--- src/hw/rtl/pisc_pkg.sv ---
package pisc_pkg;

  // Field and datapath widths
  localparam int SPEED_W  = 16;
  localparam int ERR_W    = SPEED_W + 1;
  localparam int GAIN_W   = 32;
  localparam int LIMIT_W  = 15;
  localparam int ACC_W    = 32;
  localparam int PROD_W   = GAIN_W + 1 + ERR_W;
  localparam int SUM_W    = PROD_W + 1;

  localparam int GAIN_FRAC_BITS_DEFAULT = 16;

  // APB register map
  localparam int DATA_W  = 32;
  localparam int PADDR_W = 4;

  typedef enum logic [1:0] {
    REG_KP_GAIN        = 2'd0,
    REG_KI_GAIN        = 2'd1,
    REG_INTEGRAL_LIMIT = 2'd2,
    REG_MAX_OUTPUT     = 2'd3
  } reg_idx_t;

endpackage

--- src/hw/rtl/pisc_in_if.sv ---
interface pisc_in_if;
  logic                                valid;
  logic                                ready;
  logic signed [pisc_pkg::SPEED_W-1:0] measured_speed;
  logic signed [pisc_pkg::SPEED_W-1:0] target_speed;

  modport source (output valid, output measured_speed, output target_speed, input ready);
  modport sink   (input valid, input measured_speed, input target_speed, output ready);
endinterface

--- src/hw/rtl/pisc_out_if.sv ---
interface pisc_out_if;
  logic                                valid;
  logic                                ready;
  logic signed [pisc_pkg::SPEED_W-1:0] drive;
  logic                                integral_clamped;
  logic                                output_clamped;

  modport source (output valid, output drive, output integral_clamped, output output_clamped,
                  input ready);
  modport sink   (input valid, input drive, input integral_clamped, input output_clamped,
                  output ready);
endinterface

--- src/hw/rtl/pi_speed_controller_clamped_core.sv ---
// Positional PI speed controller with symmetric integral and drive clamps.
//
// Channels: "sample" carries measured_speed and target_speed (signed rpm);
// "result" carries the drive value and the two clamp flags. Each channel is a
// valid/ready interface; a transfer happens on a rising edge with both high.
// Gains and limits are APB registers (kp_gain at 0x0, ki_gain at 0x4,
// integral_limit at 0x8, max_output at 0xC), which the user must write only
// while no sample is in flight; the block itself does not enforce this. Reads
// return the current register values, pready is always high.
//
// A sample passes the error, products, integral and output registers in turn.
// One sample is taken per cycle while the receiver does not stall. The
// integral update is a single add-and-clamp against its own register, which
// is what lets back-to-back samples chain through it.
//
// Reset (synchronous, active high) clears the gains, limits, the integral and
// every stage's valid bit. When the receiver stalls, the output register
// holds; each earlier stage keeps loading until it holds a waiting sample,
// then sample.ready drops. The integral only advances when a sample enters
// the integral stage, so stalls never repeat or skip an update.
module pi_speed_controller_clamped_core #(
  parameter int GAIN_FRAC_BITS = pisc_pkg::GAIN_FRAC_BITS_DEFAULT
) (
  input  logic                         clk,
  input  logic                         rst,
  pisc_in_if.sink                      sample,
  pisc_out_if.source                   result,
  input  logic                         psel,
  input  logic                         penable,
  input  logic                         pwrite,
  input  logic [pisc_pkg::PADDR_W-1:0] paddr,
  input  logic [pisc_pkg::DATA_W-1:0]  pwdata,
  output logic [pisc_pkg::DATA_W-1:0]  prdata,
  output logic                         pready
);

  localparam int SUM_W   = pisc_pkg::SUM_W;
  localparam int ACC_W   = pisc_pkg::ACC_W;
  localparam int PROD_W  = pisc_pkg::PROD_W;
  localparam int ERR_W   = pisc_pkg::ERR_W;
  localparam int SPEED_W = pisc_pkg::SPEED_W;
  localparam int GAIN_W  = pisc_pkg::GAIN_W;
  localparam int LIMIT_W = pisc_pkg::LIMIT_W;
  localparam int DATA_W  = pisc_pkg::DATA_W;

  // Largest value the 32-bit integral can hold, in the wide datapath
  localparam logic signed [SUM_W-1:0] AccMax = SUM_W'({1'b0, {(ACC_W-1){1'b1}}});

  // ---------------------------------------------------------------------------
  // Configuration registers
  // ---------------------------------------------------------------------------
  logic [GAIN_W-1:0]  kp_gain;
  logic [GAIN_W-1:0]  ki_gain;
  logic [LIMIT_W-1:0] integral_limit;
  logic [LIMIT_W-1:0] max_output;
  logic               cfg_write;
  pisc_pkg::reg_idx_t cfg_idx;

  assign pready    = 1'b1;
  assign cfg_write = psel && penable && pwrite && pready;
  assign cfg_idx   = pisc_pkg::reg_idx_t'(paddr[3:2]);

  always_ff @(posedge clk) begin
    if (rst) begin
      kp_gain        <= '0;
      ki_gain        <= '0;
      integral_limit <= '0;
      max_output     <= '0;
    end else if (cfg_write) begin
      case (cfg_idx)
        pisc_pkg::REG_KP_GAIN:        kp_gain        <= pwdata[GAIN_W-1:0];
        pisc_pkg::REG_KI_GAIN:        ki_gain        <= pwdata[GAIN_W-1:0];
        pisc_pkg::REG_INTEGRAL_LIMIT: integral_limit <= pwdata[LIMIT_W-1:0];
        pisc_pkg::REG_MAX_OUTPUT:     max_output     <= pwdata[LIMIT_W-1:0];
        default: ;
      endcase
    end
  end

  always_comb begin
    case (cfg_idx)
      pisc_pkg::REG_KP_GAIN:        prdata = DATA_W'(kp_gain);
      pisc_pkg::REG_KI_GAIN:        prdata = DATA_W'(ki_gain);
      pisc_pkg::REG_INTEGRAL_LIMIT: prdata = DATA_W'(integral_limit);
      pisc_pkg::REG_MAX_OUTPUT:     prdata = DATA_W'(max_output);
      default:                      prdata = '0;
    endcase
  end

  // Clamp bounds in Q.F; the integral bound saturates to the accumulator range
  logic signed [SUM_W-1:0] ilim_wide;
  logic signed [SUM_W-1:0] ilim;
  logic signed [SUM_W-1:0] olim;

  assign ilim_wide = $signed(SUM_W'(integral_limit) << GAIN_FRAC_BITS);
  assign ilim      = (ilim_wide > AccMax) ? AccMax : ilim_wide;
  assign olim      = $signed(SUM_W'(max_output) << GAIN_FRAC_BITS);

  // ---------------------------------------------------------------------------
  // Pipeline control: each stage loads when empty or when the next one loads
  // ---------------------------------------------------------------------------
  logic v1, v2, v3, vo;
  logic en1, en2, en3, eno;

  assign eno = !vo || result.ready;
  assign en3 = !v3 || eno;
  assign en2 = !v2 || en3;
  assign en1 = !v1 || en2;

  assign sample.ready = en1;

  always_ff @(posedge clk) begin
    if (rst) begin
      v1 <= 1'b0;
      v2 <= 1'b0;
      v3 <= 1'b0;
      vo <= 1'b0;
    end else begin
      if (en1) v1 <= sample.valid;
      if (en2) v2 <= v1;
      if (en3) v3 <= v2;
      if (eno) vo <= v3;
    end
  end

  // ---------------------------------------------------------------------------
  // Stage 1: error
  // ---------------------------------------------------------------------------
  logic signed [ERR_W-1:0] err;

  always_ff @(posedge clk) begin
    if (en1) begin
      err <= ERR_W'(sample.target_speed) - ERR_W'(sample.measured_speed);
    end
  end

  // ---------------------------------------------------------------------------
  // Stage 2: gain products
  // ---------------------------------------------------------------------------
  logic signed [PROD_W-1:0] pterm;
  logic signed [PROD_W-1:0] iprod;

  always_ff @(posedge clk) begin
    if (en2) begin
      pterm <= $signed({1'b0, kp_gain}) * err;
      iprod <= $signed({1'b0, ki_gain}) * err;
    end
  end

  // ---------------------------------------------------------------------------
  // Stage 3: integral update and clamp
  // ---------------------------------------------------------------------------
  logic signed [ACC_W-1:0]  integral_acc;
  logic signed [SUM_W-1:0]  iterm_raw;
  logic signed [SUM_W-1:0]  iterm_next;
  logic                     ihit_next;
  logic signed [PROD_W-1:0] pterm_d;
  logic signed [ACC_W-1:0]  iterm;
  logic                     ihit;

  assign iterm_raw = SUM_W'(integral_acc) + SUM_W'(iprod);

  always_comb begin
    if (iterm_raw > ilim) begin
      iterm_next = ilim;
      ihit_next  = 1'b1;
    end else if (iterm_raw < -ilim) begin
      iterm_next = -ilim;
      ihit_next  = 1'b1;
    end else begin
      iterm_next = iterm_raw;
      ihit_next  = 1'b0;
    end
  end

  always_ff @(posedge clk) begin
    if (rst) begin
      integral_acc <= '0;
    end else if (en3 && v2) begin
      integral_acc <= iterm_next[ACC_W-1:0];
    end
  end

  always_ff @(posedge clk) begin
    if (en3) begin
      pterm_d <= pterm;
      iterm   <= iterm_next[ACC_W-1:0];
      ihit    <= ihit_next;
    end
  end

  // ---------------------------------------------------------------------------
  // Stage 4: P + I, drive clamp, floor shift to output units
  // ---------------------------------------------------------------------------
  logic signed [SUM_W-1:0]   sum_raw;
  logic signed [SUM_W-1:0]   sum_clamped;
  logic signed [SUM_W-1:0]   sum_shifted;
  logic                      ohit_next;
  logic signed [SPEED_W-1:0] drive;
  logic                      integral_clamped;
  logic                      output_clamped;

  assign sum_raw = SUM_W'(pterm_d) + SUM_W'(iterm);

  always_comb begin
    if (sum_raw > olim) begin
      sum_clamped = olim;
      ohit_next   = 1'b1;
    end else if (sum_raw < -olim) begin
      sum_clamped = -olim;
      ohit_next   = 1'b1;
    end else begin
      sum_clamped = sum_raw;
      ohit_next   = 1'b0;
    end
  end

  // Arithmetic shift floors toward minus infinity
  assign sum_shifted = sum_clamped >>> GAIN_FRAC_BITS;

  always_ff @(posedge clk) begin
    if (eno) begin
      drive            <= sum_shifted[SPEED_W-1:0];
      integral_clamped <= ihit;
      output_clamped   <= ohit_next;
    end
  end

  assign result.valid            = vo;
  assign result.drive            = drive;
  assign result.integral_clamped = integral_clamped;
  assign result.output_clamped   = output_clamped;

  // ---------------------------------------------------------------------------
  // Assertions
  // ---------------------------------------------------------------------------
  // An empty output register must never block the input side
  a_ready_when_empty: assert property (@(posedge clk) disable iff (rst)
    !vo |-> sample.ready)
    else $error("sample.ready low with empty output register");

  // The integral moves only when a sample enters the integral stage
  a_acc_hold: assert property (@(posedge clk) disable iff (rst)
    !(en3 && v2) |=> $stable(integral_acc))
    else $error("integral changed without a sample");

  // A sample in the integral stage carries an integral within its bound
  a_iterm_bound: assert property (@(posedge clk) disable iff (rst)
    v3 |-> (SUM_W'(iterm) <= ilim && SUM_W'(iterm) >= -ilim))
    else $error("integral term outside its clamp");

  // The delivered drive never exceeds max_output
  a_drive_bound: assert property (@(posedge clk) disable iff (rst)
    vo |-> (SUM_W'(drive) <= $signed(SUM_W'(max_output)) &&
            SUM_W'(drive) >= -$signed(SUM_W'(max_output))))
    else $error("drive outside max_output");

  // A clamped drive sits exactly on the limit
  a_clamp_on_limit: assert property (@(posedge clk) disable iff (rst)
    (vo && output_clamped) |->
      (SUM_W'(drive) == SUM_W'(max_output) || SUM_W'(drive) == -SUM_W'(max_output)))
    else $error("output_clamped set but drive not at the limit");

endmodule

--- src/flat_wrapper.sv ---
// flat-port wrapper written by rule: the top's interface ports become plain ports
module pi_speed_controller_clamped_core_flat 
#(
  parameter int GAIN_FRAC_BITS = pisc_pkg::GAIN_FRAC_BITS_DEFAULT
)
  (clk, rst, psel, penable, pwrite, paddr, pwdata, prdata, pready, sample_valid, sample_measured_speed, sample_target_speed, sample_ready, result_valid, result_drive, result_integral_clamped, result_output_clamped, result_ready);
  pisc_in_if sample_i ();
  pisc_out_if result_i ();
  input  logic clk;
  input  logic rst;
  input  logic psel;
  input  logic penable;
  input  logic pwrite;
  input  logic [pisc_pkg::PADDR_W-1:0] paddr;
  input  logic [pisc_pkg::DATA_W-1:0] pwdata;
  output logic [pisc_pkg::DATA_W-1:0] prdata;
  output logic pready;
  input wire logic [$bits(sample_i.valid)-1:0] sample_valid;
  input wire logic [$bits(sample_i.measured_speed)-1:0] sample_measured_speed;
  input wire logic [$bits(sample_i.target_speed)-1:0] sample_target_speed;
  output wire logic [$bits(sample_i.ready)-1:0] sample_ready;
  output wire logic [$bits(result_i.valid)-1:0] result_valid;
  output wire logic [$bits(result_i.drive)-1:0] result_drive;
  output wire logic [$bits(result_i.integral_clamped)-1:0] result_integral_clamped;
  output wire logic [$bits(result_i.output_clamped)-1:0] result_output_clamped;
  input wire logic [$bits(result_i.ready)-1:0] result_ready;
  assign sample_i.valid = sample_valid;
  assign sample_i.measured_speed = sample_measured_speed;
  assign sample_i.target_speed = sample_target_speed;
  assign sample_ready = sample_i.ready;
  assign result_valid = result_i.valid;
  assign result_drive = result_i.drive;
  assign result_integral_clamped = result_i.integral_clamped;
  assign result_output_clamped = result_i.output_clamped;
  assign result_i.ready = result_ready;
  pi_speed_controller_clamped_core #(.GAIN_FRAC_BITS(GAIN_FRAC_BITS)) u_core (.clk(clk), .rst(rst), .sample(sample_i), .result(result_i), .psel(psel), .penable(penable), .pwrite(pwrite), .paddr(paddr), .pwdata(pwdata), .prdata(prdata), .pready(pready));
endmodule
--- config.mk ---
export PLATFORM = sky130hd
export DESIGN_NAME = pi_speed_controller_clamped_core_flat
export DESIGN_NICKNAME = d
export VERILOG_FILES = /design/src/hw/rtl/pisc_pkg.sv /design/src/hw/rtl/pisc_in_if.sv /design/src/hw/rtl/pisc_out_if.sv /design/src/hw/rtl/pi_speed_controller_clamped_core.sv /design/src/flat_wrapper.sv
export SDC_FILE = /design/constraint.sdc
export NUM_CORES = 2
export LEC_CHECK = 0
export BUFFER_PORTS_ARGS = -buffer_cell sky130_fd_sc_hd__buf_4
export CORE_ASPECT_RATIO = 0.6
export CORE_MARGIN = 1.5
export CORE_UTILIZATION = 55
export CTS_CLUSTER_DIAMETER = 60
export DETAILED_ROUTE_END_ITERATION = 10
export GPL_ROUTABILITY_DRIVEN = 0
export GPL_TIMING_DRIVEN = 0
export PLACE_DENSITY = 0.7
export SETUP_SLACK_MARGIN = 0.02
export SYNTH_ARGS = -nofsm -noshare
export SYNTH_HDL_FRONTEND = slang
export SYNTH_SLANG_ARGS = --single-unit
--- constraint.sdc ---
create_clock -name clk -period 9.1 [get_ports clk]
set_input_delay 0.455 -clock clk [delete_from_list [all_inputs] [get_ports clk]]
set_output_delay 0.455 -clock clk [all_outputs]
set_load 0.05 [all_outputs]
== After elaboration in Yosys (flattened, before gate mapping) ==
Index checks and enable logic that the tools add are counted.

* Reductions and logical operators: 16
* Equal/unequal tests: 3
* Multiply operators: 2
* $lt $le $gt $ge: 5
* Add/sub/neg operators: 5
* Mux-type cells: 8

{| class="wikitable"
|+ Operators with widths
! kind !! number
|-
| $pmux 32 s4 || 1
|-
| $gt 51x32->1 || 2
|-
| $lt 51x51->1 || 2
|-
| $neg 31->51 || 2
|-
| $mul 33x17->50 || 2
|-
| $mux 32 || 3
|-
| $mux 31 || 2
|-
| $add 32x50->51 || 1
|-
| $add 50x32->51 || 1
|-
| $gt 31x31->1 const B || 1
|-
| $sub 16x16->17 || 1
|-
| $reduce_and 2->1 || 4
|-
| $eq 2x2->1 const B || 2
|-
| $logic_not 1->1 || 4
|-
| $logic_or 1x1->1 || 4
|-
| $logic_and 1x1->1 || 3
|-
| $eq 2x1->1 const B || 1
|-
| $logic_not 2->1 || 1
|-
| $mux 1 || 2
|}

* Output and inout bits: 53
* Input bits: 75
* Bits in registers: 348

== Depth between registers and ports, before layout ==
* Depth in word-level cells: 6
* Depth in mapped cells: 29
* Mapped depth without buffers: 27

== Worst setup path after synthesis ==
No wires, ideal clock.

* Kind: reg-to-reg
* Start point: reg u_core.err[16]
* End point: reg u_core.pterm[48] (data pin)
* Slack: 2.117 ns
* Stages on the path, launching flop included: 26
* Period minus slack after synthesis: 6.983 ns
* Setup time: 0.274 ns
* Data arrival time: 6.709 ns
* Required time: 8.826 ns
* Cell sequence: edfxtp_1 > inv_1 > clkbuf_1 > clkbuf_1 > nor2_1 > fa_1 > fa_1 > fa_1 > fa_1 > fa_1 > inv_1 > fa_1 > inv_1 > ha_1 > and3_1 > a221o_1 > a21oi_1 > nand2b_1 > a31oi_1 > o22ai_1 > o211ai_1 > and3_1 > nor2_1 > a2111oi_0 > o41ai_1 > xor2_1

* Word-level cells in the longest chain between the ends: 1

{| class="wikitable"
|+ RTL lines
! item !! RTL line !! source
|-
| start, declared || pi_speed_controller_clamped_core.sv:129 || <nowiki>logic signed [ERR_W-1:0] err;</nowiki>
|-
| start signal, assigned || pi_speed_controller_clamped_core.sv:133 || <nowiki>err <= ERR_W'(sample.target_speed) - ERR_W'(sample.measured_speed);</nowiki>
|-
| $mul 33x17->50 || pi_speed_controller_clamped_core.sv:145 || <nowiki>pterm <= $signed({1'b0, kp_gain}) * err;</nowiki>
|-
| end signal, assigned || pi_speed_controller_clamped_core.sv:145 ||
|-
| end, declared || pi_speed_controller_clamped_core.sv:140 || <nowiki>logic signed [PROD_W-1:0] pterm;</nowiki>
|}

No other way between the ends.
A chain may end at the register's enable or synchronous reset.

== Worst setup path after layout ==
* Start point: reg u_core.err[5]
* End point: reg u_core.iprod[48] (data pin)

* Word-level cells in the longest chain between the ends: 1

{| class="wikitable"
|+ RTL lines
! item !! RTL line !! source
|-
| $mul 33x17->50 || pi_speed_controller_clamped_core.sv:146 || <nowiki>iprod <= $signed({1'b0, ki_gain}) * err;</nowiki>
|-
| end signal, assigned || pi_speed_controller_clamped_core.sv:146 ||
|-
| end, declared || pi_speed_controller_clamped_core.sv:141 || <nowiki>logic signed [PROD_W-1:0] iprod;</nowiki>
|}

No other way between the ends.

==> results.py <==
metrics = {
    "outcome": {
        "outcome": "finished with violations",
        "failed_checks": "capacitance limit, slew limit",
    },
    "global_routing": {
        "first_global_vias": 45840,
        "grt_pass1_wl_mm": 285.7,
        "grt_overflow": 0,
        "grt_max_degree": 67,
        "antenna_found_initial": 14,
        "grt_use_total_pct": 36.41,
    },
    "detailed_routing": {
        "wl_per_cell_microns": 23.96,
        "drtIter0Drc": 6185,
        "dr_wl_met3_mm": 31.70,
        "top_layer": "met5",
        "met2_length_mm": 72.91,
        "drc": 0,
        "vias": 47970,
        "first_pass_iters": 8,
        "wirelength_mm": 192.9,
        "detail-route-antenna-nets": 0,
        "wl_met1_mm": 79.95,
        "viasPerCell": 5.960,
    },
    "sta": {
        "slew_viol_final": 11,
        "tightest_slew_ns": 1.595,
        "hold_viol_final": 0,
        "post-route-min-period_ns": 8.922,
        "setup_violations": 0,
        "setup_tns_ns": 0,
        "fmax_mhz": 112.1,
        "slew_headroom_pct": -6.336,
        "rsz0062_at_grt": "yes",
        "final.period_utilization_pct": 98.04,
        "clock_skew_ns": 0.08793,
    },
    "synth": {
        "synthMuxAreaShare_pct": 1.938,
        "synth_area_leaders": "fa_1 (31%), ha_1 (12%), edfxtp_1 (11%)",
        "synthAdderAreaFrac_pct": 43.05,
        "synth.avg_cell_area_sq_um": 8.942,
        "synth_ff_type": "edfxtp_1",
        "synth.most_common_cell": "inv_1",
        "synth_top_family_by_area": "adder cells",
        "ys_seq_area_share_pct": 15.92,
        "ys_async_sr_fraction_pct": 0,
        "synth_top_area_share_pct": 31.38,
        "synth_edf_count": 218,
        "synthTopCellsByCount": "inv_1 (1,144), fa_1 (901), nand2_1 (852)",
        "syn_inst": 6427,
        "synth_seq_cells": 348,
        "synth_area_leader_cell": "fa_1",
        "syn_nets": 7939,
        "yosysWarningCount": 0,
        "synth_xor_area_share_pct": 2.819,
        "synth_cell_types": 98,
        "netlist_area_sq_um": 57470,
        "synth_compound_area_share_pct": 9.742,
        "yosys.area_share.simple_pct": 16.75,
    },
    "pwr": {
        "pwr-share-clk_pct": 19.7,
        "peakVddDrop_uv": 136.6,
        "finalPower_mw": 8.789,
        "p_sw_mw": 4.238,
        "leakagePower_nw": 30.61,
        "p_int_mw": 4.551,
        "netSwitchingFraction_pct": 48.22,
        "p_comb_share_pct": 54.8,
        "power_density_nw_per_um2": 141.8,
        "pwr-share-seq_pct": 25.5,
    },
    "floorplanning": {
        "core_area_sq_um": 103200,
        "initial_core_util_pct": 55.71,
        "die-area_sq_um": 106500,
        "num_rows": 91,
        "pin_count": 128,
        "die_w_microns": 420.3,
        "die_y_microns": 253.4,
    },
    "worst_hold_path": {
        "hp-class": "in -> reg",
    },
    "clock_network": {
        "clk_pin_slew_ns": 0.08,
        "clk-insertion-delay-late_ns": 0.69,
        "clockBufferDepth": 3,
        "cts.sinks": 348,
        "htreeDepth": 2,
        "cts_tree": "built",
        "tritoncts.num_buffers": 40,
        "clock-root-buffer": "clkbuf_16",
    },
    "layout": {
        "n_fill_cell": 9108,
        "regArea_sq_um": 9149,
        "multi_input_area_sq_um": 42720,
        "layout-drive-gt1-share_pct": 5.065,
        "nets": 8117,
        "area_delta_synth_final_pct": 7.818,
    },
    "run": {
        "max-cap-violations": 1,
    },
    "critical_path": {
        "worstPathArrival_ns": 9.36,
        "worst_setup_path_start_kind": "flip-flop",
        "cp-end-kind": "flip-flop",
        "critPathKind": "reg -> reg",
        "cp_data_required_time_ns": 9.54,
        "path_max_fanout": 10,
    },
    "place": {
        "hpwl_mm": 158.5,
        "numPortBuffers": 122,
    },
}
-- area by class of cell --
| type | count | area share (%) |
|---|---|---|
| Clock inverter | 27 | 0.5210 |
| Inverter | 1145 | 6.940 |
| Sequential cell | 348 | 14.76 |
| Multi-Input combinational cell | 4589 | 68.95 |
| Timing Repair Buffer | 154 | 2.116 |
| Clock buffer | 44 | 1.672 |
| Buffer | 327 | 2.142 |
| Tap cell | 1395 | 2.817 |
| Antenna cell | 20 | 0.08077 |
-- layer usage --
layer  GRT usage (%)  vias up
li1                -    20730
met1           51.84    23500
met2           47.23     3285
met3           16.98      439
met4           13.36       16
met5           2.794        -
-- per-stage QoR --
stage          hold WS, ns  setup WS, ns  cell area [sq um]  instances  utilization [%]
2_1_floorplan       0.4003         2.117              57470       6427                -
3_5_place_dp        0.4045       -0.2911              60200       7946            58.36
3_3_place_gp        0.4015       -0.2604              60130       7944            58.29
4_1_cts            0.04726       0.02091              61570       8015            59.68
6_report           0.04963        0.1781              61960       8049            60.07
5_1_grt            0.05949    -0.0001625              61920       8033            60.03
-- what timing repair did --
item / in CTS / in global routing
resized for setup: 9 / 116
hold endpoints to repair: 1 / 0
pin swaps: 0 / 0
hold buffers: 1 / 0
cloned: 0 / 0
setup endpoints to repair: 9 / 18
buffers inserted: 0 / 29
-- cell usage in the layout, fill, tap and decap left out, drive strengths merged, types with 123 or more instances in the layout --
| cell | netlist | layout |
|---|---|---|
| a21oi | 306 | 306 |
| ha | 536 | 536 |
| edfxtp | 218 | 218 |
| dfxtp | 130 | 130 |
| buf | 18 | 171 |
| and2 | 528 | 528 |
| xnor2 | 123 | 123 |
| fa | 901 | 901 |
| o21ai | 176 | 176 |
| nor2 | 276 | 276 |
| clkbuf | 327 | 351 |
| nand2 | 852 | 852 |
| inv | 1145 | 1152 |
-- worst paths after layout --
path                                        from                 end  slack, ns  depth (start not counted)
worst min-delay path                  pwdata[29]  u_core.ki_gain[29]       0.05                          3
worst max register to register     u_core.err[5]    u_core.iprod[48]       0.18                         25
worst min register to register  u_core.pterm[16]  u_core.pterm_d[16]       0.40                          0
worst max-delay path               u_core.err[5]    u_core.iprod[48]       0.18                         25
-- worst max-delay path: stages (launching register included) --
cell and delay, ns:
edfxtp_1 0.39, clkbuf_2 0.48, clkbuf_1 0.78, nand2_1 0.18, fa_1 0.57, fa_1 0.52, inv_1 0.07, fa_1 0.54
inv_1 0.07, fa_1 0.60, fa_1 0.45, fa_1 0.50, inv_1 0.05, ha_1 0.35, and3_1 0.36, nand3_1 0.15
nor3_1 0.22, nand3_1 0.30, a31oi_1 0.48, a22oi_1 0.22, a211oi_2 0.41, nor4_1 0.13, o21ai_0 0.34, o21ai_0 0.13
o21ai_0 0.20, xor2_1 0.23
-- flip-flops by register name, summed over array words and instances, names as in the netlist --
register / cells
u_core.result.integral_clamped: 1
u_core.kp_gain: 32
u_core.v3: 1
u_core.result.valid: 1
u_core.pterm: 50
u_core.result.output_clamped: 1
u_core.iprod: 50
u_core.v1: 1
u_core.pterm_d: 50
u_core.result.drive: 16
u_core.ki_gain: 32
u_core.v2: 1
u_core.max_output: 15
u_core.err: 17
u_core.ihit: 1
u_core.integral_limit: 15
u_core.integral_acc: 32
u_core.iterm: 32
-- cell families after synthesis --
group	Yosys count
buffers and inverters	1490
muxes	92
and+or+nand+nor	1994
other	1
xor gates and xnor gates	185
AOI/OAI and AO/OA	880
DFF	348
adders and majority gates	1437
-- power groups by stage --
| stage | logic (mW) | clock network, mW | registers, mW |
|---|---|---|---|
| 4_1_cts | 4.56 | 1.73 | 2.22 |
| 2_1_floorplan | 3.02 | 0 | 2.15 |
| 3_5_place_dp | 4.55 | 0 | 2.23 |
| 5_1_grt | 5.22 | 1.79 | 2.24 |
| 6_report | 4.81 | 1.73 | 2.24 |
| 3_3_place_gp | 4.44 | 0 | 2.23 |
Note: power is estimated with default switching activity, not from simulation.
